$ cat config.mk
export PLATFORM = sky130hd
export DESIGN_NAME = bfpa_scan
export DESIGN_NICKNAME = d
export VERILOG_FILES = /design/src/design/bfpa_pkg.sv /design/src/design/bfpa_scan.sv
export SDC_FILE = /design/constraint.sdc
export NUM_CORES = 1
export LEC_CHECK = 0
export BUFFER_PORTS_ARGS = -buffer_cell sky130_fd_sc_hd__buf_2
export CORE_ASPECT_RATIO = 1.2
export CORE_UTILIZATION = 58
export CTS_BUF_LIST = sky130_fd_sc_hd__clkbuf_4
export DETAILED_ROUTE_END_ITERATION = 8
export GPL_ROUTABILITY_DRIVEN = 0
export PLACE_DENSITY = 0.8
export SYNTH_ARGS = -nofsm -noshare
export SYNTH_HDL_FRONTEND = slang
export SYNTH_SLANG_ARGS = --single-unit
$ cat constraint.sdc
create_clock -name i_clk -period 5.5 [get_ports i_clk]
set_input_delay 0.275 -clock i_clk [delete_from_list [all_inputs] [get_ports i_clk]]
set_output_delay 0.275 -clock i_clk [all_outputs]
set_load 0.02 [all_outputs]
$ cat src/design/bfpa_pkg.sv
`timescale 1ns / 1ps
// ----------------------------------------------------------------------------
// bfpa_pkg
// Shared constants and types of the best-fit page range allocator.
// ----------------------------------------------------------------------------
package bfpa_pkg;

    localparam int DEF_NUM_PAGES = 512;

    localparam int FUNC_W    = 3;
    localparam int PAGE_W    = 9;
    localparam int COUNT_W   = 10;
    localparam int REPORT_W  = 10;

    localparam logic [FUNC_W-1:0] FN_ALLOC    = 3'd0;
    localparam logic [FUNC_W-1:0] FN_RELEASE  = 3'd1;
    localparam logic [FUNC_W-1:0] FN_COMMIT   = 3'd2;
    localparam logic [FUNC_W-1:0] FN_DECOMMIT = 3'd3;
    localparam logic [FUNC_W-1:0] FN_LOOKUP   = 3'd4;

    typedef struct packed {
        logic vld;
        logic free;
        logic last;
        logic start;
    } t_scan_ctl;

endpackage

$ cat src/design/bfpa_scan.sv
`timescale 1ns / 1ps
// ----------------------------------------------------------------------------
// bfpa_scan
// Free run tracker: one page a cycle, keeps the smallest fitting run.
// ----------------------------------------------------------------------------
module bfpa_scan
    import bfpa_pkg::*;
#(
    parameter int NUM_PAGES = DEF_NUM_PAGES
) (
    input  logic                                 i_clk,
    input  logic                                 i_rst_n,
    input  t_scan_ctl                            i_ctl,
    input  logic [$clog2(NUM_PAGES)-1:0]         i_page,
    input  logic [$clog2(NUM_PAGES+1)-1:0]       i_need,
    output logic                                 o_found,
    output logic [$clog2(NUM_PAGES)-1:0]         o_best_start
);
    localparam int AW = $clog2(NUM_PAGES);
    localparam int CW = $clog2(NUM_PAGES + 1);

    logic [AW-1:0] r_run_start, n_run_start;
    logic [CW-1:0] r_run_len,   n_run_len;
    logic [AW-1:0] r_best_start, n_best_start;
    logic [CW-1:0] r_best_len,  n_best_len;
    logic          r_found,     n_found;
    logic [CW-1:0] cur_len;
    logic [AW-1:0] cur_start;

    always_comb begin
        cur_len      = i_ctl.free ? r_run_len + CW'(1) : r_run_len;
        cur_start    = (i_ctl.free && r_run_len == '0) ? i_page : r_run_start;
        n_run_start  = r_run_start;
        n_run_len    = r_run_len;
        n_best_start = r_best_start;
        n_best_len   = r_best_len;
        n_found      = r_found;
        if (i_ctl.start) begin
            n_run_len = '0;
            n_found   = 1'b0;
        end else if (i_ctl.vld) begin
            n_run_start = cur_start;
            n_run_len   = i_ctl.free ? cur_len : '0;
            if ((!i_ctl.free || i_ctl.last) && cur_len >= i_need
                && (!r_found || cur_len < r_best_len)) begin
                n_found      = 1'b1;
                n_best_start = cur_start;
                n_best_len   = cur_len;
            end
            if (i_ctl.last) begin
                n_run_len = '0;
            end
        end
    end

    always_ff @(posedge i_clk) begin
        if (!i_rst_n) begin
            r_run_len <= '0;
            r_found   <= 1'b0;
        end else begin
            r_run_len <= n_run_len;
            r_found   <= n_found;
        end
        r_run_start  <= n_run_start;
        r_best_start <= n_best_start;
        r_best_len   <= n_best_len;
    end

    assign o_found      = r_found;
    assign o_best_start = r_best_start;

endmodule

==> reports/results.txt, run 1 <==
switching share of power: 18.9%
endpoints failing setup: 0
first-pass GRT wire length: 6220 µm
post-CTS setup buffer count: 0
Die Wd: 57.3 µm
worst-path maximum fanout: 12
die height: 68.3 µm
DR iter-0 viols: 70
Psw: 0.112 mW
Post-CTS Hold Buffers: 0
area leader, netlist: edfxtp_1
internal power: 0.482 mW
P&R area growth vs syn: 14.9%
GRT overflow: 0
I/O Pins: 35
Post-layout nets: 276
Reg power frac: 53.6%
Seq/Total Area, Yosys: 49.9%
peak supply drop: 0.165 mV
Clock Power Share: 40.0%
critical path type: flop to flop
top-count cell post-synth: edfxtp_1
CTS root buf: clkbuf_4
Final Max Tran Viols: 0
unrepaired setup endpoints after global routing: false
CTS Buf Count: 5
Worst Path Required: 5550 ps
skew final: 8.24 ps
Sink Count: 39
Synth Area per Inst: 11.1 µm²
share of the synthesized area in the top cell type: 39.5%
WL per Instance: 14.4 µm
CP Data Arrival Time: 3520 ps
Worst-path clk slew: 110 ps
fin area: 2440 µm²
DRT Wirelength: 3850 µm
top post-synthesis cells by count: edfxtp_1 (28), inv_1 (25), ha_1 (22), nor2_1 (12)
Top FF cell, synth: edfxtp_1
Post-Syn Nets: 238
die area: 3910 µm²
DR DRC count: 5
H-tree depth: 2
Post-DP HPWL: 2930 µm
Final ANT Viol Nets: 0
PostCTS Resize Cnt: 0
minimum clock period: 3470 ps
row count: 23
Worst-Skew Late Latency: 340 ps
EDFF count, synth: 28
Synth async-reset ratio: 0%
FF+latch count, synth: 39
initial antenna violation count: 0
drt first pass iters: 8
DR vias: 1,532
gr usage total: 21.5%
Startpoint Class: flop
Layout Cells excl Fill: 267
final cycle utilization of the critical path: 63.1%
Sum Neg Setup Slack: 0 ps
Combinational Power Share: 6.3%
Pwr Total: 0.595 mW
via/cell ratio: 5.74
hold slack: 253 ps
layout cells sized above 1: 24.8%
worst-margin pin slew: 856 ps
P_leak: 1.06 nW
final worst slack: 2030 ps
crit end category: flop
Yosys cell types: 37
maximum clock path buffer count: 2
Warnings, synthesis: 0
Syn Inst Count: 191
PwrDens: 243 nW/µm²
cell area after synthesis: 2130 µm²
largest net degree at the start of global routing: 15
ANT cells: 0
utilization after layout: 71.4%
Final Hold Fails: 0
post-place setup slack: 2050 ps
largest cells by area after synthesis: edfxtp_1 (40%), ha_1 (13%), dfxtp_1 (10%)
Max Cap Viol: 0
FMAX: 288 MHz
CTS tree: done
Inst Count DP: 259
Initial Util: 62.1%
status: complete, but fails checks
Slew headroom: 42.5%
failing checks: design-rule violations
vias in the first global route: 1,437
# port buffers: 34
HP Class: input pin to flop
DP Area: 2340 µm²
core area: 3420 µm²
[flip-flops by register name, indices dropped and copies added, names as in the netlist]
register      count
r_run_start       9
r_best_len       10
o_found           1
r_run_len        10
o_best_start      9
[cells in the final DEF (no fill, tap or decap), drive strengths merged]
master   Yosys  final
xor2         3      3
nor3b        5      5
dfxtp       11     11
a21o         4      4
a21oi       11     11
xnor2        5      5
nor3         1      1
a311oi       2      2
o21ai        8      8
a22oi        1      1
o311ai       1      1
buf          1     35
nand2b       4      4
nor4         4      4
and3         3      3
a21boi       1      1
nand3b       1      1
nand4        2      2
bufinv       0      2
a211o        1      1
o22ai        2      2
and4         2      2
a211oi       1      1
mux2         9      9
nand2        8      8
ha          22     22
o21a         1      1
clkbuf       3      6
nor2b        3      3
edfxtp      28     28
o2111ai      1      1
a2bb2oi      1      1
inv         25     25
nor2        12     12
nand3        4      4
[metal layers]
layer	GRT usage (%)	routed length, µm
met1	22.4	1510
met4	10.1	77
met5	0	0
met3	5.29	172
met2	40.9	2090
[power groups by stage]
| stage | sequential (mW) | combinational (mW) | clock (mW) |
|---|---|---|---|
| after detailed placement | 0.326 | 0.0375 | 0 |
| after floorplan | 0.325 | 0.0231 | 0 |
| after CTS | 0.319 | 0.0380 | 0.244 |
| after global placement | 0.325 | 0.0354 | 0 |
| after global routing | 0.319 | 0.0422 | 0.254 |
| final | 0.319 | 0.0376 | 0.238 |
[cell type report]
type	count	area [µm²]
sequential	39	1060
tap	37	46.3
fill	236	981
inverter	25	93.8
timing repair buffer	35	178
clock buffer	6	45.0
clock inverter	2	60.1
multi-input combinational	123	960
[worst max-delay path, stage by stage (launching register included)]
cell,delay [ps]
dfxtp_1,390
ha_1,240
and4_1,310
xor2_1,320
ha_1,170
nand2_1,60
o311ai_0,430
a21oi_1,150
nor4_2,760
buf_4,340
[cell families after synthesis]
| kind of cell | synth area share (%) |
|---|---|
| fa+ha+maj | 12.9 |
| xor+xnor | 3.65 |
| compound gates | 10.4 |
| flops | 49.9 |
| buf+inv | 5.29 |
| simple gates | 13.1 |
| mux | 4.76 |
[path summary, 6_finish.rpt]
check,depth (start not counted),from,slack [ps],endpoint
worst min-delay path,2,i_page[5],250,o_best_start[5]
worst max register to register,9,r_run_len[1],2030,r_best_len[0]
worst max-delay path,9,r_run_len[1],2030,r_best_len[0]
worst min register to register,1,r_run_start[2],580,r_run_start[2]
Power figures use the tool's default switching activity.
==> run 2, diff against run 1 <==
==> constraint.sdc (replaced) <==
create_clock -name i_clk -period 3.6 [get_ports i_clk]
set_input_delay 0.18 -clock i_clk [delete_from_list [all_inputs] [get_ports i_clk]]
set_output_delay 0.18 -clock i_clk [all_outputs]
set_load 0.02 [all_outputs]
==> reports/results.txt, run 2 (synthesis results as in run 1) <==
reg-to-reg endpoint: o_best_start[0]
CP Buf/Inv Count: 1 (unchanged)
CTS Buf Count: 5 (unchanged)
leading cell type in the layout, fill and taps excluded: buf_2
die area: 3910 µm² (unchanged)
peak supply drop: 0.315 mV (+91%)
H-tree depth: 2 (unchanged)
FF-to-FF path depth: 10 (+1)
Worst path most repeated cell: ha_1
Hold Path Origin: i_page[5]
internal power: 0.655 mW (+36%)
minimum clock period: 3020 ps (-453 ps)
DR iter-0 viols: 47 (-33%)
Psw: 0.170 mW (+51%)
hold worst-path end: r_run_start[5]
Reg2Reg Setup Slack: 580 ps (-1450 ps)
ANT cells: 0 (unchanged)
Sink Count: 39 (unchanged)
worst-margin pin slew: 795 ps (-60.8 ps)
CP top delay family: simple AND/OR/NAND/NOR gates
Worst-path clk slew: 110 ps (about the same)
Sum Neg Setup Slack: 0 ps (unchanged)
WL per Instance: 14.6 µm (+1.5%)
largest registers: r_best_len x10, r_run_len x10
DR DRC count: 8 (+3)
Initial Util: 62.1% (unchanged)
DP Area: 2350 µm² (+0.70%)
I/O Pins: 35 (unchanged)
PostCTS Resize Cnt: 0 (unchanged)
P_leak: 1.05 nW (-0.73%)
P&R area growth vs syn: 14.3%
CP Data Arrival Time: 3060 ps (-460 ps)
unrepaired setup endpoints after global routing: false
Inst Count DP: 260 (+0.39%)
final worst slack: 583 ps (-1450 ps)
switching share of power: 20.6% (+1.7 points)
Final Hold Fails: 0 (unchanged)
crit end category: flop
die height: 68.3 µm (unchanged)
Layout Cells excl Fill: 268 (+0.37%)
drt first pass iters: 6 (-2)
largest net degree at the start of global routing: 15 (unchanged)
commonest cells after routing, fill and taps aside: buf_2 (34), edfxtp_1 (28), inv_1 (25)
Post-layout nets: 277 (+0.36%)
fin area: 2430 µm² (-0.51%)
CTS tree: done
status: complete, but fails checks
worst path cell trace: ha_1 > and4_1 > nand3_1 > xnor2_1 > ha_1 > nand2_1 > o21ai_0 > a21oi_1 > nor4_4 > buf_4
hold slack: 156 ps (-97.0 ps)
PwrDens: 340 nW/µm² (+40%)
worst-path maximum fanout: 13 (+1)
Combinational Power Share: 7.0% (+0.7 points)
Slew headroom: 46.9% (+4.4 points)
FMAX: 331 MHz (+15%)
critical path type: flop to flop
Max Cap Viol: 0 (unchanged)
DRT Wirelength: 3920 µm (+1.8%)
row count: 23 (unchanged)
Reg power frac: 59.0% (+5.4 points)
post-place setup slack: 645 ps (-1400 ps)
R2R Path Start: r_run_len[1]
post-CTS setup buffer count: 0 (unchanged)
gr usage total: 22.2% (+0.67 points)
Worst Path Required: 3640 ps (-1910 ps)
Startpoint Class: flop
GRT overflow: 0 (unchanged)
vias in the first global route: 1,514 (+5.4%)
skew final: 11.8 ps (+3.53 ps)
first-pass GRT wire length: 6430 µm (+3.4%)
endpoints failing setup: 0 (unchanged)
DR vias: 1,565 (+2.2%)
via/cell ratio: 5.84 (+1.8%)
Worst path max stage delay: 400 ps (-360 ps)
CTS root buf: clkbuf_4
# port buffers: 34 (unchanged)
Crit-path slowest cell: dfxtp_1
core area: 3420 µm² (unchanged)
Final ANT Viol Nets: 0 (unchanged)
Worst-Skew Late Latency: 340 ps (about the same)
Post-DP HPWL: 3070 µm (+4.8%)
HP Class: input pin to flop
Clock Power Share: 34.0% (-6.0 points)
initial antenna violation count: 0 (unchanged)
Die Wd: 57.3 µm (unchanged)
maximum clock path buffer count: 2 (unchanged)
failing checks: design-rule violations
Final Max Tran Viols: 0 (unchanged)
final cycle utilization of the critical path: 83.8% (+21 points)
Post-CTS Hold Buffers: 0 (unchanged)
Hold Path Stages: 2 (unchanged)
layout cells sized above 1: 24.7% (-0.11 points)
[run 2: power by group through the flow]
stage | clock network (mW) | logic, mW | registers [mW]
after floorplan | 0 | 0.0355 | 0.497
after global placement | 0 | 0.0548 | 0.497
after detailed placement | 0 | 0.0580 | 0.497
after CTS | 0.290 | 0.0586 | 0.487
after global routing | 0.310 | 0.0651 | 0.488
final | 0.281 | 0.0579 | 0.487
[run 2: cell type report]
cell class | count | area (µm²)
tap | 37 | 46.3
sequential | 39 | 1060
multi-input combinational | 123 | 968
clock buffer | 5 | 37.5
timing repair buffer | 36 | 185
inverter | 25 | 93.8
clock inverter | 3 | 38.8
fill | 260 | 993
[run 2: worst max path at each step]
stage | from | to | depth (start not counted)
finish | r_run_len[1] | o_best_start[0] | 10
floorplan | r_run_len[0] | o_best_start[0] | 8
global placement | r_run_len[2] | o_best_start[4] | 9
detailed placement | r_run_len[2] | o_best_start[7] | 9
global route | r_run_len[2] | o_best_start[8] | 9
CTS | r_run_len[2] | o_best_start[0] | 9
[run 2: routing by layer]
layer	vias to the layer above	GRT usage [%]	routed length, µm
li1	772	-	-
met1	738	22.4	1540
met2	41	41.9	2100
met3	14	5.48	156
met4	0	12.5	125
met5	-	0	0
[run 2: metrics by stage]
step                      util, %  total power [mW]
after global placement       68.8             0.552
final                        71.0             0.826
after CTS                    71.0             0.836
after floorplan                 -             0.532
after detailed placement     68.8             0.555
after global routing         71.0             0.863
==> run 3, diff against run 2 <==
==> constraint.sdc (replaced) <==
create_clock -name i_clk -period 2.8 [get_ports i_clk]
set_input_delay 0.14 -clock i_clk [delete_from_list [all_inputs] [get_ports i_clk]]
set_output_delay 0.14 -clock i_clk [all_outputs]
set_load 0.02 [all_outputs]
==> reports/results.txt, run 3 (synthesis results as in run 1) <==
gr usage total: 21.9% (-0.28 points)
Startpoint Class: flop
unrepaired setup endpoints after global routing: false
failing checks: design-rule violations
final cycle utilization of the critical path: 95.4% (+12 points)
Final ANT Viol Nets: 0 (unchanged)
H-tree depth: 2 (unchanged)
CP Data Arrival Time: 2740 ps (-320 ps)
Initial Util: 62.1% (unchanged)
P_leak: 1.11 nW (+6.2%)
HP Class: input pin to flop
post-place setup slack: -7.67 ps (-652 ps)
worst-margin pin slew: 808 ps (+12.6 ps)
Post-CTS Hold Buffers: 0 (unchanged)
DR iter-0 viols: 31 (-34%)
DR DRC count: 2 (-6)
# port buffers: 34 (unchanged)
final worst slack: 129 ps (-454 ps)
Sink Count: 39 (unchanged)
vias in the first global route: 1,491 (-1.5%)
Post-DP HPWL: 3050 µm (-0.68%)
Worst Path Required: 2870 ps (-770 ps)
Reg2Reg Setup Slack: 130 ps (-450 ps)
largest net degree at the start of global routing: 15 (unchanged)
GRT overflow: 0 (unchanged)
layout cells sized above 1: 32.6% (+7.9 points)
crit end category: flop
utilization after layout: 75.7% (+4.7 points)
FMAX: 374 MHz (+13%)
FF-to-FF path depth: 9 (-1)
crit path to: o_best_start[6]
peak supply drop: 0.429 mV (+36%)
drt first pass iters: 8 (+2)
Sum Neg Setup Slack: 0 ps (unchanged)
PwrDens: 450 nW/µm² (+33%)
ANT cells: 0 (unchanged)
first-pass GRT wire length: 6240 µm (-3.0%)
DR vias: 1,579 (+0.89%)
CTS Buf Count: 5 (unchanged)
I/O Pins: 35 (unchanged)
CP top delay family: simple AND/OR/NAND/NOR gates
Slew headroom: 46.0% (-0.84 points)
skew final: 6.51 ps (-5.26 ps)
largest registers: r_best_len x10, r_run_len x10
critical path type: flop to flop
minimum clock period: 2670 ps (-346 ps)
Worst-Skew Late Latency: 340 ps (about the same)
Post-layout nets: 279 (+0.72%)
Final Hold Fails: 0 (unchanged)
P&R area growth vs syn: 21.9%
DRT Wirelength: 4080 µm (+4.0%)
CTS root buf: clkbuf_4
endpoints failing setup: 0 (unchanged)
hold slack: 113 ps (-43.1 ps)
core area: 3420 µm² (unchanged)
maximum clock path buffer count: 2 (unchanged)
crit path launch: r_run_len[0]
reg-to-reg endpoint: o_best_start[6]
Crit-path slowest cell: nor4_4
row count: 23 (unchanged)
Worst-path clk slew: 110 ps (about the same)
Die Wd: 57.3 µm (unchanged)
status: complete, but fails checks
initial antenna violation count: 0 (unchanged)
WL per Instance: 15.1 µm (+3.2%)
via/cell ratio: 5.85 (+0.15%)
Layout fillers: 236 (-9.2%)
Final Max Tran Viols: 0 (unchanged)
Pwr Total: 1.17 mW (+41%)
R2R Path Start: r_run_len[0]
CP Buf/Inv Count: 1 (unchanged)
commonest cells after routing, fill and taps aside: buf_2 (34), edfxtp_1 (28), inv_1 (25)
cell count along the critical path: 9 (-1)
leading cell type in the layout, fill and taps excluded: buf_2
worst path cell trace: and4_1 > and3_4 > xor2_2 > ha_1 > nand2_1 > o311ai_4 > a21oi_1 > nor4_4 > buf_4
die area: 3910 µm² (unchanged)
CTS tree: done
Max Cap Viol: 0 (unchanged)
Worst path max stage delay: 390 ps (about the same)
worst-path maximum fanout: 5 (-8)
die height: 68.3 µm (unchanged)
-- run 3: changes by cell type in the layout (fill, tap and decap cells not counted), moves of 3 or more --
| cell | delta |
|---|---|
| dfxtp_1 | -3 |
| xnor2_1 | -3 |
| o21ai_0 | -3 |
| nand3_1 | -3 |
| nand3_2 | +3 |
-- run 3: worst min path at each step --
stage | startpoint | end | slack, ps | depth (start not counted)
2_1_floorplan | i_ctl[1] | r_run_len[0] | 350 | 2
3_3_place_gp | i_page[7] | r_run_start[7] | 460 | 2
5_1_grt | i_page[2] | r_run_start[2] | 90 | 2
3_5_place_dp | i_page[0] | r_run_start[0] | 460 | 2
4_1_cts | i_page[0] | r_run_start[0] | 100 | 2
6_report | i_page[0] | r_run_start[0] | 110 | 2
-- run 3: cell type report --
| type | count | area [µm²] | share of cell area (%) |
|---|---|---|---|
| multi-input combinational | 123 | 1070 | 41.4 |
| sequential | 39 | 1070 | 41.1 |
| timing repair buffer | 38 | 208 | 8.01 |
| inverter | 25 | 93.8 | 3.62 |
| clock inverter | 2 | 60.1 | 2.32 |
| tap | 37 | 46.3 | 1.78 |
| clock buffer | 6 | 45.0 | 1.74 |
-- run 3: worst register-to-register path: cells and delay by family, from the launching register on --
family                     cells  cell delay, ps
xor gates and xnor gates       1             170
AOI/OAI and AO/OA              2             470
buffers and inverters          1             210
and+or+nand+nor                4             900
DFF                            1             350
adders and majority gates      1             320
-- run 3: what timing repair did --
action / 4_1_cts / 5_1_grt
pin swaps: 0 / 3
setup buffers: 0 / 0
hold endpoints to repair: 0 / 0
gates resized for setup: 1 / 22
setup endpoints to repair: 17 / 19
gates cloned: 0 / 1
-- run 3: power breakdown --
part / switching, mW / total [mW] / leakage, nW / internal [mW]
registers: 0.00179 / 0.626 / 0.367 / 0.624
clock network: 0.176 / 0.464 / 0.0559 / 0.288
logic: 0.0433 / 0.0778 / 0.691 / 0.0345
-- run 3: per-stage QoR --
step | instances | instance area [µm²]
2_1_floorplan | 191 | 2160
3_3_place_gp | 261 | 2380
3_5_place_dp | 261 | 2380
4_1_cts | 269 | 2490
5_1_grt | 270 | 2590
6_report | 270 | 2590
-- run 3: metal layers --
| metal | share of wire (%) | wire length (µm) | global-route usage, % | vias to the layer above |
|---|---|---|---|---|
| li1 | - | - | - | 771 |
| met1 | 37 | 1530 | 21.9 | 755 |
| met2 | 56 | 2280 | 43.7 | 44 |
| met3 | 4.3 | 176 | 5.29 | 9 |
| met4 | 2.3 | 94 | 8.23 | 0 |
| met5 | 0 | 0 | 0 | - |
